<file path="config.mk">
export PLATFORM = sky130hd
export DESIGN_NAME = kabf_div
export DESIGN_NICKNAME = d
export VERILOG_FILES = /design/src/rtl/core/kabf_pkg.sv /design/src/rtl/core/kabf_div.sv
export SDC_FILE = /design/constraint.sdc
export NUM_CORES = 1
export LEC_CHECK = 0
export BUFFER_PORTS_ARGS = -buffer_cell sky130_fd_sc_hd__buf_4
export CAP_MARGIN = 25
export CELL_PAD_IN_SITES_DETAIL_PLACEMENT = 1
export CELL_PAD_IN_SITES_GLOBAL_PLACEMENT = 1
export CORE_ASPECT_RATIO = 1.2
export CORE_UTILIZATION = 25
export DETAILED_ROUTE_END_ITERATION = 8
export HOLD_SLACK_MARGIN = 0.15
export PLACE_DENSITY_LB_ADDON = 0.1
export SYNTH_ARGS = -nofsm -noshare
export SYNTH_HDL_FRONTEND = slang
export SYNTH_SLANG_ARGS = --single-unit
</file>
<file path="constraint.sdc">
create_clock -name clock -period 3.89 [get_ports clock]
set_input_delay 0.5835 -clock clock [delete_from_list [all_inputs] [get_ports clock]]
set_output_delay 0.5835 -clock clock [all_outputs]
set_load 0.02 [all_outputs]
</file>
<file path="src/rtl/core/kabf_pkg.sv">
// ----------------------------------------------------------------------------
// Kalman angle/bias filter package
// Shared widths, register indexes, sequencer states and helper functions.
// ----------------------------------------------------------------------------
package kabf_pkg;

   localparam int unsigned DataWidth = 32;
   localparam int unsigned DtWidth   = 24;
   localparam int unsigned RegWidth  = 31;
   localparam int unsigned IdxWidth  = 2;

   localparam logic [RegWidth-1:0] AngleQReset = 31'd16777;
   localparam logic [RegWidth-1:0] BiasQReset  = 31'd50332;
   localparam logic [RegWidth-1:0] MeasRReset  = 31'd503316;

   localparam logic [IdxWidth-1:0] RegAngleQ = 2'd0;
   localparam logic [IdxWidth-1:0] RegBiasQ  = 2'd1;
   localparam logic [IdxWidth-1:0] RegMeasR  = 2'd2;

   typedef enum logic [4:0] {
      ST_IDLE,
      ST_RATE,
      ST_ANG,
      ST_T,
      ST_BRK,
      ST_P00,
      ST_P01,
      ST_P11,
      ST_INNOV,
      ST_DIV0,
      ST_DIV0_WAIT,
      ST_DIV1,
      ST_DIV1_WAIT,
      ST_CANG,
      ST_CBIAS,
      ST_C00,
      ST_C01,
      ST_C10,
      ST_C11,
      ST_OUT
   } state_type;

   // Division request and completion between sequencer and divider.
   typedef struct packed {
      logic                        start;
      logic signed [DataWidth-1:0] num;
      logic        [DataWidth:0]   den;
   } div_req_type;

   typedef struct packed {
      logic                        done;
      logic signed [DataWidth-1:0] quo;
   } div_rsp_type;

   function automatic logic signed [DataWidth-1:0] sat32(input logic signed [65:0] x);
      logic signed [DataWidth-1:0] r;
      if (x > 66'sd2147483647) r = 32'sh7fffffff;
      else if (x < -66'sd2147483648) r = 32'sh80000000;
      else r = x[DataWidth-1:0];
      return r;
   endfunction

endpackage

</file>
<file path="src/rtl/core/kabf_div.sv">
// ----------------------------------------------------------------------------
// Gain divider
// Restoring divider, one quotient bit per cycle: (num << 24) / den, truncated
// toward zero and saturated to signed 32 bits. den is positive.
// ----------------------------------------------------------------------------
module kabf_div (
   input  logic                  clock,
   input  logic                  reset,
   input  kabf_pkg::div_req_type req,
   output kabf_pkg::div_rsp_type rsp
);
   import kabf_pkg::*;

   localparam int unsigned NumBits = 56;   // |num| << 24 fits in 56 bits
   localparam int unsigned CntW    = 6;

   logic [NumBits-1:0] rem_num_ff, rem_num_in;
   logic [DataWidth+1:0] rem_ff, rem_in;
   logic [NumBits-1:0] quo_ff, quo_in;
   logic [DataWidth:0] den_ff, den_in;
   logic               neg_ff, neg_in;
   logic [CntW-1:0]    cnt_ff, cnt_in;
   logic               busy_ff, busy_in;
   logic               done_ff, done_in;
   logic [DataWidth+1:0] trial;
   logic [DataWidth:0]   mag;
   logic signed [65:0]   sq;

   always_comb begin
      rem_num_in = rem_num_ff;
      rem_in     = rem_ff;
      quo_in     = quo_ff;
      den_in     = den_ff;
      neg_in     = neg_ff;
      cnt_in     = cnt_ff;
      busy_in    = busy_ff;
      done_in    = 1'b0;
      mag        = req.num[DataWidth-1] ? (DataWidth+1)'(-{req.num[DataWidth-1], req.num})
                                        : {1'b0, req.num};
      trial      = {rem_ff[DataWidth:0], rem_num_ff[NumBits-1]};
      if (req.start) begin
         // The magnitude is at most 2^31, so its low 32 bits hold it.
         rem_num_in = {mag[DataWidth-1:0], 24'd0};
         rem_in     = '0;
         quo_in     = '0;
         den_in     = req.den;
         neg_in     = req.num[DataWidth-1];
         cnt_in     = CntW'(NumBits - 1);
         busy_in    = 1'b1;
      end else if (busy_ff) begin
         rem_num_in = {rem_num_ff[NumBits-2:0], 1'b0};
         if (trial >= {1'b0, den_ff}) begin
            rem_in = trial - {1'b0, den_ff};
            quo_in = {quo_ff[NumBits-2:0], 1'b1};
         end else begin
            rem_in = trial;
            quo_in = {quo_ff[NumBits-2:0], 1'b0};
         end
         if (cnt_ff == '0) begin
            busy_in = 1'b0;
            done_in = 1'b1;
         end else begin
            cnt_in = cnt_ff - 1'b1;
         end
      end
   end

   always_ff @(posedge clock) begin
      if (reset) begin
         busy_ff <= 1'b0;
         done_ff <= 1'b0;
         cnt_ff  <= '0;
      end else begin
         busy_ff <= busy_in;
         done_ff <= done_in;
         cnt_ff  <= cnt_in;
      end
      rem_num_ff <= rem_num_in;
      rem_ff     <= rem_in;
      quo_ff     <= quo_in;
      den_ff     <= den_in;
      neg_ff     <= neg_in;
   end

   always_comb begin
      sq = neg_ff ? -$signed({10'd0, quo_ff}) : $signed({10'd0, quo_ff});
      rsp.done = done_ff;
      rsp.quo  = sat32(sq);
   end

   assert property (@(posedge clock) disable iff (reset) req.start |=> busy_ff)
      else $error("divider did not start");
   assert property (@(posedge clock) disable iff (reset) done_ff |-> !busy_ff)
      else $error("divider done while busy");
   assert property (@(posedge clock) disable iff (reset) done_ff |-> $past(busy_ff))
      else $error("divider done without work");
endmodule

</file>
==> results_dict.tcl, run 1 <==
set metrics [dict create \
    core_mm2 0.04094 \
    yosys_warnings 0 \
    cp_max_fo 8 \
    crit_path_end_kind "primary output" \
    ys_ff_latch 163 \
    synth-simple-area-share_pct 17.09 \
    initial_core_util_pct 25.52 \
    reg2reg_from "den_ff[13]" \
    die-area_mm2 0.04261 \
    clk-insertion-delay-late_ns 0.46 \
    synth_mux_area_share_pct 8.563 \
    layout.nets 1429 \
    die_w_um 188.6 \
    yosysSeqAreaShare_pct 37.56 \
    groute.usage.overall_pct 14.74 \
    worstSetupStartpoint "quo_ff[13]" \
    worst_pin_slew_ns 0.8015 \
    cp-start-kind "register" \
    synth_flop_cell "dfxtp_1" \
    grt_max_degree 77 \
    grt_antenna_before_repair 1 \
    post-place-ws_ns -0.1869 \
    synthCells 1176 \
    grt.overflow.total 0 \
    r2r_slack_ns 0.36 \
    cts_tree "yes" \
    grt_pass1_vias 9670 \
    drc 0 \
    finalSetupViolations 31 \
    fin_util_pct 32.73 \
    drt_iter0_markers 198 \
    synth_compound_area_share_pct 18.51 \
    reg2reg_depth 13 \
    layout-drive-gt1-share_pct 22.46 \
    power_density_mw_per_mm2 403.2 \
    fin_crit_sh_pct 110.6 \
    num_rows 81 \
    rr_endpoint "rem_ff[26]" \
    place.gp.congestion 0.8601 \
    fp.dieH_um 225.9 \
    async_reset_ff_share_pct 0 \
    vias 9155 \
    io_pins 101 \
    maxSlewViolCount 0 \
    port_buffers 100 \
    drt_wl_total_mm 30.84 \
    synth_top_family_by_area "compound AO/OA/AOI/OAI gates" \
    syn_to_final_growth_pct 28.25 \
    status "complete, but fails checks" \
    finalCriticalPeriod_ns 4.303 \
    crit_path_end "rsp[7]" \
    rsz0062_at_grt "true" \
    violations "setup timing" \
    cts_buffer_depth 2 \
    hold_viol 0 \
    fin_ws_ns -0.4132 \
    maxCapViolations 0 \
    ant_nets 0 \
    drt_first_pass_iters 4 \
    path_clk_slew_ns 0.07 \
    fmax_ghz 0.2324 \
    root_buffer "clkbuf_16" \
    routedWlPerCell_um 16.44 \
    numCtsBuffers 17 \
    post-dp-hpwl_mm 23.09 \
    power.leakage_nw 5.647 \
    synthXorXnorAreaFrac_pct 8.886 \
    grt_pass1_wl_mm 50.25 \
    synth_fa_ha_area_share_pct 4.623 \
    peakVddDrop_v 0.0003467 \
    arrival_ns 3.72 \
    post_synth_num_cell_types 74 \
    crit_type "register to primary output" \
    avgSynthCellArea_um2 8.884 \
    h-tree-depth 4 \
    synth_edf_count 66 \
    clock_sinks 163 \
    via_per_inst 4.880 \
    hp-class "input pin to register" \
    synth_area_mm2 0.01045 \
    finClkSkew_ns 0.008315 \
    synth.net_count 1282 \
    cp.required_ns 3.31 \
    slew_headroom_pct 46.57 \
]
## where the power goes
group	total (mW)	switching [mW]	internal, mW
combinational	1.55	0.858	0.696
sequential	1.97	0.0721	1.90
clock	1.88	0.760	1.12
## cells by family after synthesis
logic type                 after synthesis
buffers and inverters                  127
adders and majority gates               38
AOI/OAI and AO/OA                      291
DFF                                    163
muxes                                   89
and+or+nand+nor                        362
xor gates and xnor gates               106
## what timing repair did
item,CTS,global route
hold buffers,0,0
gates resized for setup,26,44
setup endpoints to repair,31,31
pin swaps,11,10
gates cloned,1,2
setup buffers,1,2
## synthesized netlist by cell type (4+ instances only)
cell type	instances	area, um2
xor2_1	75	656.9
mux2i_1	86	860.8
or2_2	5	31.28
a32oi_1	4	35.03
buf_2	10	50.05
ha_1	37	462.9
a211oi_1	34	255.2
o21ai_1	31	155.2
o41ai_1	15	131.4
or4_1	14	105.1
dfxtp_1	97	1942
nor2b_1	5	31.28
nor4_1	17	106.4
and3_1	10	62.56
buf_1	5	18.77
nor3_1	21	105.1
xnor2_1	31	271.5
and4_1	5	43.79
and2_1	6	37.54
nand2b_1	7	43.79
a21oi_1	64	320.3
nor3b_1	4	30.03
nand3_1	13	65.06
o21a_1	8	60.06
edfxtp_1	66	1982
nand2_1	50	187.7
o31ai_1	29	217.7
a21o_1	18	135.1
or3_1	19	118.9
nand4_1	8	50.05
inv_1	54	202.7
a21boi_0	4	30.03
o21ai_0	36	180.2
clkbuf_1	55	206.5
nor2_1	162	608.1
a31oi_1	9	56.30
## area by class of cell
type                    count  area [um2]
fillers                  4771       27550
multi-input cells         886        6301
flip-flops and latches    163        3928
repair buffers            201        1642
well taps                 539       674.4
clock buffers              18       450.4
inverters                  54       202.7
clock inverters            14       198.9
diodes                      1       2.502
## per-layer routing
metal / wire [um] / vias up / global-route usage (%)
li1: - / 4573 / -
met1: 13210 / 4445 / 16.75
met2: 16400 / 100 / 27.51
met3: 609 / 37 / 2.098
met4: 624 / 0 / 5.671
met5: 0 / - / 0
## sequential cells by signal (all words and copies together) (netlist names)
name	count
rem_num_ff	32
rem_ff	33
done_ff	1
cnt_ff	6
neg_ff	1
quo_ff	56
busy_ff	1
den_ff	33
## worst max-delay path: stages, from the launching register on
cell and delay, ns:
dfxtp_1 0.31, or4_4 0.55, nor4_4 0.29, buf_6 0.17, nand4_4 0.15, buf_6 0.17, or4b_1 0.46, o41ai_1 0.08
a32o_2 0.17, and4_4 0.21, a31oi_4 0.17, clkbuf_16 0.21, o21ai_1 0.15, buf_4 0.16
## how the worst min path moves through the flow
stage                            end       start  depth (start not counted)
final                      den_ff[4]      req[4]                          1
after global routing       den_ff[3]      req[3]                          1
after CTS                  den_ff[4]      req[4]                          1
after detailed placement  rem_ff[13]  rem_ff[12]                          2
after global placement    rem_ff[21]  rem_ff[20]                          2
after floorplan           rem_ff[15]  rem_ff[15]                          2
## per-stage QoR
step           cells  hold WS (ns)  instance area, um2  setup TNS [ns]  power (mW)
2_1_floorplan   1176        0.4701               10450               0       2.982
3_3_place_gp    1837        0.4886               12340          -8.066       3.486
3_5_place_dp    1837        0.4991               12340          -5.393       3.500
4_1_cts         1871        0.2697               13170          -14.68       5.458
5_1_grt         1875        0.2800               13400          -16.50       5.711
6_report        1876        0.3017               13400          -11.74       5.403
## layout by cell type, fill, tap and decap left out, types with 18 or more instances in the layout
| cell | count |
|---|---|
| buf_4 | 180 |
| nor2_1 | 162 |
| dfxtp_1 | 96 |
| mux2i_1 | 86 |
| xor2_1 | 73 |
| edfxtp_1 | 66 |
| a21oi_1 | 64 |
| inv_1 | 54 |
| nand2_1 | 49 |
| ha_1 | 37 |
| o21ai_0 | 34 |
| a211oi_1 | 34 |
| xnor2_1 | 31 |
| o31ai_1 | 25 |
| o21ai_1 | 20 |
| clkbuf_16 | 20 |
| nor3_1 | 19 |
| a21o_1 | 18 |
Note: power is estimated with default switching activity, not from simulation.
==> run 2: changes to the inputs <==
--- a/config.mk
+++ b/config.mk
@@ -5,6 +5,7 @@
 export SDC_FILE = /design/constraint.sdc
 export NUM_CORES = 1
 export LEC_CHECK = 0
+export ABC_AREA = 1
 export BUFFER_PORTS_ARGS = -buffer_cell sky130_fd_sc_hd__buf_4
 export CAP_MARGIN = 25
 export CELL_PAD_IN_SITES_DETAIL_PLACEMENT = 1
==> results_dict.tcl, run 2 <==
set metrics [dict create \
    antenna_cells 0 \
    path_clk_slew_ns 0.07 \
    cp-start-kind "register" \
    yosysSeqAreaShare_pct 35.66 \
    finalSetupTns_ns 0 \
    maxSlewViolCount 0 \
    cp.required_ns 3.31 \
    synth_top_cell_by_area "edfxtp_1" \
    drc 5 \
    synth_edf_count 66 \
    drt_first_pass_iters 7 \
    synthTopCellsByCount "nand2_1 (461), nor2_1 (209), inv_1 (190), dfxtp_1 (97), o21ai_0 (94)" \
    port_buffers 100 \
    clock_sinks 163 \
    synth.net_count 1715 \
    final_common_cell "nand2_1" \
    grt_max_degree 61 \
    fin_ws_ns 0.1788 \
    root_buffer "clkbuf_16" \
    io_pins 101 \
    ys_ff_latch 163 \
    drt_iter0_markers 329 \
    yosys_warnings 0 \
    synthCells 1609 \
    hp-class "input pin to register" \
    grt_antenna_before_repair 0 \
    post-dp-hpwl_mm 29.45 \
    layout-drive-gt1-share_pct 13.90 \
    cts_hold_buf 0 \
    fmax_ghz 0.2695 \
    crit_type "register to primary output" \
    core_mm2 0.04310 \
    num_rows 83 \
    crit_path_end_kind "primary output" \
    synth_flop_cell "dfxtp_1" \
    cts_buffer_depth 2 \
    ant_nets 0 \
    finClkSkew_ns 0.008847 \
    synth_area_leaders "edfxtp_1 (18%), dfxtp_1 (18%), nand2_1 (16%)" \
    worst_pin_slew_ns 0.6681 \
    die-area_mm2 0.04486 \
    cts_tree "yes" \
    post_synth_num_cell_types 49 \
    routedWlPerCell_um 17.19 \
    power.leakage_nw 6.223 \
    largest_reg_flops 56 \
    async_reset_ff_share_pct 0 \
    status "complete, but fails checks" \
    initial_core_util_pct 25.53 \
    clk-insertion-delay-late_ns 0.46 \
    layout.cells.non_filler 2278 \
    drt_wl_total_mm 39.15 \
    dp_cells 2228 \
    peakVddDrop_v 0.0002933 \
    arrival_ns 3.13 \
    numCtsBuffers 17 \
    via_per_inst 4.684 \
    die_w_um 193.5 \
    grt_pass1_vias 11210 \
    layout_common_cells "nand2_1 (454), nor2_1 (190), inv_1 (186)" \
    grt_pass1_wl_mm 61.58 \
    avgSynthCellArea_um2 6.838 \
    place.gp.congestion 0.8407 \
    holdWs_ns 0.2941 \
    fin_crit_sh_pct 95.40 \
    groute.usage.overall_pct 17.48 \
    maxCapViolations 0 \
    violations "DRC" \
    power_density_mw_per_mm2 333.4 \
    fp.dieH_um 231.8 \
    largestRegisters "quo_ff: 56 flops, den_ff: 33 flops, rem_ff: 33 flops" \
    syn_to_final_growth_pct 21.61 \
    cp_max_fo 8 \
    synth_most_common_cell "nand2_1" \
    grt.overflow.total 0 \
    slew_headroom_pct 54.99 \
    post-place-ws_ns 0.3611 \
    finalCriticalPeriod_ns 3.711 \
    vias 10670 \
    regMostFlops "quo_ff" \
    finalSetupViolations 0 \
    synth_area_mm2 0.01100 \
    hold_viol 0 \
    h-tree-depth 4 \
    synth_top_area_share_pct 18.01 \
    layout.nets 1819 \
]
## run 2: changes by cell type after synthesis, sizes merged, moves of 15 or more
cell	before	now
a211oi	34	2
or3	19	0
o22ai	3	58
nor2	162	224
clkbuf	56	28
o31ai	29	1
inv	54	192
nand2	50	470
mux2i	86	0
a21o	18	2
o21ai	67	98
nand3	13	86
o41ai	16	1
## run 2: routing by layer
layer | routed length [um] | global-route usage, % | vias up | share of wire (%)
met2 | 20200 | 31.94 | 122 | 52
met5 | 0 | 0 | - | 0
met1 | 17500 | 20.96 | 5067 | 45
met4 | 622 | 5.125 | 0 | 1.6
li1 | - | - | 5447 | -
met3 | 831 | 2.716 | 34 | 2.1
## run 2: cells by family after synthesis
kind of cell	synth area share, %
buffers and inverters	8.631
AND/OR/NAND/NOR	31.48
XOR/XNOR	6.527
flip-flops	35.66
adder cells (fa/ha/maj)	4.389
AO/OA/AOI/OAI	13.32
## run 2: cell type report
type | count | area [um2]
fill | 5370 | 29720
clock inverter | 15 | 127.6
sequential | 163 | 3929
timing repair buffer | 133 | 1164
tap | 552 | 690.7
multi-input combinational | 1205 | 6316
inverter | 193 | 728.2
clock buffer | 17 | 425.4
## run 2: power breakdown
group          internal, mW  total [mW]  switching, mW
clock                 0.835        1.66          0.829
combinational         0.342       0.897          0.555
sequential             1.87        1.90         0.0312
## run 2: timing repair
item	in CTS	in global routing
setup buffers	1	10
endpoints found under the setup margin	31	31
resized for setup	4	52
pin swaps	2	13
gates cloned	0	6
## run 2: worst max-delay path: stages (launching register included)
cell and delay [ns]:
dfxtp_4 0.38, inv_4 0.08, ha_4 0.15, nand2_4 0.07
nor2_8 0.15, nand3_4 0.14, nor2_4 0.18, nand2_4 0.09
nand2_1 0.06, nand2_1 0.05, nand2_1 0.08, nand3_1 0.08
nor2_2 0.13, nand2_1 0.10, nor2_2 0.17, nand2_2 0.08
o21bai_4 0.16, buf_12 0.14, clkbuf_16 0.15, nand2_1 0.06
buf_4 0.15
## run 2: final timing paths
kind                                 start    endpoint  slack (ns)  cells after the start
worst max-delay path             quo_ff[0]     rsp[25]        0.18                     20
worst min-delay path               req[11]  den_ff[11]        0.29                      1
worst max register to register   den_ff[3]  rem_ff[28]        0.80                     17
worst min register to register  rem_ff[18]  rem_ff[18]        0.48                      2
## run 2: metrics by stage
stage / power, mW / utilization (%) / cell area (um2)
floorplan: 2.440 / - / 11000
global placement: 2.761 / 28.73 / 12380
detailed placement: 2.771 / 28.73 / 12380
CTS: 4.482 / 30.09 / 12970
global route: 4.700 / 31.05 / 13380
finish: 4.461 / 31.05 / 13380
